--- src/rtl/assert_macros.svh ---
// ----------------------------------------------------------------------------
// assertion macros shared by the console rtl
// both macros check on the rising clock edge and are off while reset is low
// ----------------------------------------------------------------------------
`ifndef ASSERT_MACROS_SVH
`define ASSERT_MACROS_SVH
`ifndef NO_ASSERTIONS
// expression holds at every edge
`define ASSERT_ALWAYS(lbl, clk, rst_n, expr, msg) \
    lbl: assert property (@(posedge clk) disable iff (!rst_n) (expr)) else $error(msg);
// consequent holds at every edge where the antecedent holds
`define ASSERT_IMPLY(lbl, clk, rst_n, ante, cons, msg) \
    lbl: assert property (@(posedge clk) disable iff (!rst_n) (ante) |-> (cons)) else $error(msg);
`else
`define ASSERT_ALWAYS(lbl, clk, rst_n, expr, msg)
`define ASSERT_IMPLY(lbl, clk, rst_n, ante, cons, msg)
`endif
`endif

--- src/rtl/tccw_pkg.sv ---
`timescale 1ns / 1ps
// ----------------------------------------------------------------------------
// tccw_pkg
// shared constants and types of the text console character writer
// ----------------------------------------------------------------------------
package tccw_pkg;

    // default screen geometry
    localparam int DEF_COLS = 80;
    localparam int DEF_ROWS = 25;

    // beat field widths
    localparam int CHAR_W     = 8;
    localparam int COLOR_W    = 4;
    localparam int CELL_W     = 16;
    localparam int PORT_ROW_W = 5;
    localparam int PORT_COL_W = 7;

    // opcodes
    localparam logic OP_PUT  = 1'b0;
    localparam logic OP_READ = 1'b1;

    // control characters
    localparam logic [CHAR_W-1:0] CH_NEWLINE   = 8'd10;
    localparam logic [CHAR_W-1:0] CH_BACKSPACE = 8'd8;

    // control flags of one put step
    typedef struct packed {
        logic wr_en;
        logic scroll;
    } t_put_ctl;

endpackage

--- src/rtl/tccw_cursor.sv ---
`timescale 1ns / 1ps
// ----------------------------------------------------------------------------
// tccw_cursor
// plans one put step: cell to write and the cursor that follows
// ----------------------------------------------------------------------------
module tccw_cursor #(
    parameter int COLS = tccw_pkg::DEF_COLS,
    parameter int ROWS = tccw_pkg::DEF_ROWS,
    localparam int CW  = $clog2(COLS),
    localparam int RW  = $clog2(ROWS)
) (
    input  logic [CW-1:0]                   i_col,
    input  logic [RW-1:0]                   i_row,
    input  logic [RW-1:0]                   i_prow,
    input  logic [RW-1:0]                   i_top,
    input  logic [tccw_pkg::CHAR_W-1:0]     i_char,
    input  logic [tccw_pkg::COLOR_W-1:0]    i_back,
    input  logic [tccw_pkg::COLOR_W-1:0]    i_fore,
    output tccw_pkg::t_put_ctl              o_ctl,
    output logic [RW-1:0]                   o_wr_prow,
    output logic [CW-1:0]                   o_wr_col,
    output logic [tccw_pkg::CELL_W-1:0]     o_wr_data,
    output logic [CW-1:0]                   o_n_col,
    output logic [RW-1:0]                   o_n_row,
    output logic [RW-1:0]                   o_n_prow
);

    localparam logic [CW-1:0] LAST_COL = CW'(COLS - 1);
    localparam logic [RW-1:0] LAST_ROW = RW'(ROWS - 1);

    logic          at_bot;
    logic          at_home;
    logic [RW-1:0] prow_next;
    logic [RW-1:0] prow_prev;

    // physical row neighbors in the circular row buffer
    assign at_bot    = (i_row == LAST_ROW);
    assign at_home   = (i_row == '0) && (i_col == '0);
    assign prow_next = (i_prow == LAST_ROW) ? '0 : i_prow + 1'b1;
    assign prow_prev = (i_prow == '0) ? LAST_ROW : i_prow - 1'b1;

    // step plan per character class
    always_comb begin
        o_ctl     = '0;
        o_wr_prow = i_prow;
        o_wr_col  = i_col;
        o_wr_data = '0;
        o_n_col   = i_col;
        o_n_row   = i_row;
        o_n_prow  = i_prow;
        case (i_char)
            tccw_pkg::CH_NEWLINE: begin
                o_n_col = '0;
                if (at_bot) begin
                    // old top row becomes the new bottom row
                    o_ctl.scroll = 1'b1;
                    o_n_prow     = i_top;
                end else begin
                    o_n_row  = i_row + 1'b1;
                    o_n_prow = prow_next;
                end
            end
            tccw_pkg::CH_BACKSPACE: begin
                if (!at_home) begin
                    o_ctl.wr_en = 1'b1;
                    if (i_col == '0) begin
                        o_n_col  = LAST_COL;
                        o_n_row  = i_row - 1'b1;
                        o_n_prow = prow_prev;
                    end else begin
                        o_n_col = i_col - 1'b1;
                    end
                    o_wr_prow = o_n_prow;
                    o_wr_col  = o_n_col;
                end
            end
            default: begin
                o_ctl.wr_en = 1'b1;
                o_wr_data   = {i_back, i_fore, i_char};
                if (i_col == LAST_COL) begin
                    o_n_col = '0;
                    if (at_bot) begin
                        o_ctl.scroll = 1'b1;
                        o_n_prow     = i_top;
                    end else begin
                        o_n_row  = i_row + 1'b1;
                        o_n_prow = prow_next;
                    end
                end else begin
                    o_n_col = i_col + 1'b1;
                end
            end
        endcase
    end

endmodule

--- config.mk ---
export PLATFORM = sky130hd
export DESIGN_NAME = tccw_cursor
export DESIGN_NICKNAME = d
export VERILOG_FILES = /design/src/rtl/assert_macros.svh /design/src/rtl/tccw_pkg.sv /design/src/rtl/tccw_cursor.sv
export SDC_FILE = /design/constraint.sdc
export NUM_CORES = 1
export LEC_CHECK = 0
export ABC_AREA = 1
export BUFFER_PORTS_ARGS = -buffer_cell sky130_fd_sc_hd__buf_2
export CORE_ASPECT_RATIO = 1.25
export CORE_MARGIN = 1.5
export CORE_UTILIZATION = 52
export DETAILED_ROUTE_END_ITERATION = 7
export GPL_ROUTABILITY_DRIVEN = 0
export PLACE_DENSITY = 0.9
export SYNTH_ARGS = -nofsm -noshare
export SYNTH_HDL_FRONTEND = slang
export SYNTH_SLANG_ARGS = --single-unit
--- constraint.sdc ---
create_clock -name vclk -period 3.18
set_input_delay 0.159 -clock vclk [all_inputs]
set_output_delay 0.159 -clock vclk [all_outputs]
set_load 0.1 [all_outputs]
==> impl_metrics.sql <==
INSERT INTO impl_metrics (metric_group, metric, value, unit) VALUES
('outcome', 'status', 'completed', ''),
('setup_path', 'required_worst_endpoint', '3020', 'ps'),
('global_routing', 'global_routing_usage_on_met2', '53.4', '%'),
('power_and_ir_drop', 'power_density', '222', 'nW/µm²'),
('global_routing', 'first_global_vias', '1914', ''),
('detailed_routing', 'wl_per_cell', '11.1', 'µm'),
('finish', 'finish.net_count', '439', ''),
('yosys', 'syn-num-nets', '365', ''),
('detailed_routing', 'dr_vias', '2266', ''),
('detailed_routing', 'drtIter0Drc', '89', ''),
('setup_path', 'worst-endpoint-arrival', '2040', 'ps'),
('clock_tree', 'cts-hold-fix-buffers', '0', ''),
('placed_design', 'placement.io_buffers', '85', ''),
('global_routing', 'groute.usage.overall', '27.9', '%'),
('yosys', 'yosysWarnings', '0', ''),
('setup_path', 'endpoint_kind', 'output pin', ''),
('clock_tree', 'cts_post_setup_buffers_inserted', '0', ''),
('yosys', 'synth_area', '1620', 'µm²'),
('finish', 'numSequentialCells', '0', ''),
('setup_path', 'classification_of_the_worst_setup_path', 'input pin to output pin', ''),
('finish', 'layout.cells.most_common_list', '107 x nand2_1, 85 x buf_2, 39 x nor2_1, 38 x inv_1, 36 x nand3_1', ''),
('sta', 'finalWorstPathRequiredPeriod', '2200', 'ps'),
('global_routing', 'grt.overflow.total', '0', ''),
('yosys', 'synth_sequential_area_ratio', '0', '%'),
('global_routing', 'top_usage_layer', 'met2', ''),
('setup_path', 'worst-path-max-fanout', '24', ''),
('detailed_routing', 'wl', '4.77', 'mm'),
('finish', 'final.clkbuf_count', '0', ''),
('sta', 'setup-violations-final', '0', ''),
('clock_tree', 'cts_resized', '0', ''),
('floorplanning', 'placeable_area', '2950', 'µm²'),
('sta', 'achievable-frequency', '455', 'MHz'),
('sta', 'rsz0062_at_grt', 'no', ''),
('sta', 'drv_slew', '0', ''),
('floorplanning', 'fp.dieArea', '3470', 'µm²'),
('detailed_routing', 'remaining_drc_errors', '0', ''),
('placed_design', 'place_hpwl', '3.89', 'mm'),
('sta', 'worst_tran_pin_value', '558', 'ps'),
('yosys', 'syn_avg_cell_area', '5.07', 'µm²'),
('sta', 'worst_slew_margin', '62.7', '%'),
('floorplanning', 'floorplan.initialDensity', '55.1', '%'),
('yosys', 'syn-instance-count', '320', ''),
('finish', 'fillCellCount', '285', ''),
('floorplanning', 'floorplan.rows', '22', ''),
('run', 'maxCapViolCount', '0', ''),
('sta', 'setup_ws', '980', 'ps'),
('yosys', 'netlist-cell-type-count', '30', ''),
('global_routing', 'grt_pass1_wl', '7.73', 'mm'),
('setup_path', 'kind_of_start_point_of_the_critical_path', 'input pin', ''),
('sta', 'final.setup.tns', '0', 'ps'),
('global_routing', 'grt_use_met3', '1.36', '%'),
('sta', 'period_share', '69.2', '%'),
('finish', 'final_common_cell', 'nand2_1', ''),
('power_and_ir_drop', 'p_leak', '0.00121', 'µW'),
('finish', 'layout.area.seq', '0', 'µm²'),
('finish', 'area_growth', '25.1', '%'),
('detailed_routing', 'viasPerCell', '5.29', ''),
('sta', 'final_hold_viol_count', '0', ''),
('placed_design', 'worst_setup_slack_after_placement', '975', 'ps'),
('power_and_ir_drop', 'totalPowerFinal', '450', 'µW'),
('floorplanning', 'floorplan.die.height', '65.5', 'µm'),
('detailed_routing', 'detail-route-antenna-nets', '0', ''),
('global_routing', 'grt_start_max_net_pins', '25', ''),
('finish', 'n_antenna_cell', '0', ''),
('hold_path', 'worst_hold_path_type', 'input pin to output pin', ''),
('finish', 'post_route_cells_drive_above_1_share', '29.8', '%'),
('global_routing', 'antenna_found_initial', '0', ''),
('detailed_routing', 'detailedRoute.firstPassIterationCount', '4', ''),
('power_and_ir_drop', 'power.ir.vdd_worst', '0.184', 'mV'),
('global_routing', 'groute.layer.met1.usage', '33.6', '%'),
('floorplanning', 'io_pins', '85', ''),
('floorplanning', 'width_of_the_chip', '53.0', 'µm');
[final cells by class]
type	count	area, µm²	share of cell area [%]
inverter	46	173	8.51
multi-input combinational	260	1380	67.9
tap	36	45.0	2.22
timing repair buffer	86	433	21.3
[final timing paths]
check / startpoint / to / slack, ps / cells after the start
setup / recovery: i_char[4] / o_n_row[3] / 980 / 9
hold / removal: i_char[7] / o_wr_data[7] / 700 / 2
[critical path, stage by stage]
cell and delay [ps]:
buf_2 110, nor2_1 190, nand2_1 130, nor2_4 480, inv_2 210, nor2_1 180
nand3_1 80, nand2_1 80, buf_2 420
[synthesized netlist by cell type (4+ instances only)]
library cell | number | area [µm²]
inv_2 | 7 | 26.3
xor2_1 | 10 | 87.6
ha_1 | 7 | 87.6
o21ai_0 | 6 | 30.0
nor2_4 | 4 | 45.0
buf_2 | 6 | 30.0
a21oi_1 | 4 | 20.0
nand3_1 | 36 | 180
nor2_1 | 39 | 146
o21ai_1 | 10 | 50.1
inv_1 | 38 | 143
clkbuf_1 | 6 | 22.5
nand2_1 | 107 | 402
nand4_1 | 10 | 62.6
[through the flow]
stage,std cells,cell area (µm²),util [%],hold WS [ps]
after CTS,428,2030,68.9,702
after floorplan,320,1620,-,693
after global placement,428,2030,68.9,702
after global routing,428,2030,68.9,704
after detailed placement,428,2030,68.9,701
final,428,2030,68.9,703
[logic make-up (layout without fill, tap and decap cells)]
family / count (synthesis) / count (layout) / share of synthesized area, %
XOR/XNOR: 11 / 11 / 5.94
buffers and inverters: 60 / 132 / 15.0
adder cells (fa/ha/maj): 7 / 7 / 5.40
AND/OR/NAND/NOR: 216 / 216 / 64.5
AO/OA/AOI/OAI: 26 / 26 / 9.18
[metal layers]
layer / wire [µm] / vias up
met5: 0 / -
met4: 19 / 0
met3: 373 / 2
met2: 2410 / 107
met1: 1960 / 1000
li1: - / 1157
[report_power, final]
group          switching (µW)  internal [µW]
clock network               0              0
registers                   0              0
logic                     368           82.2
(Power assumes the default switching activity.)
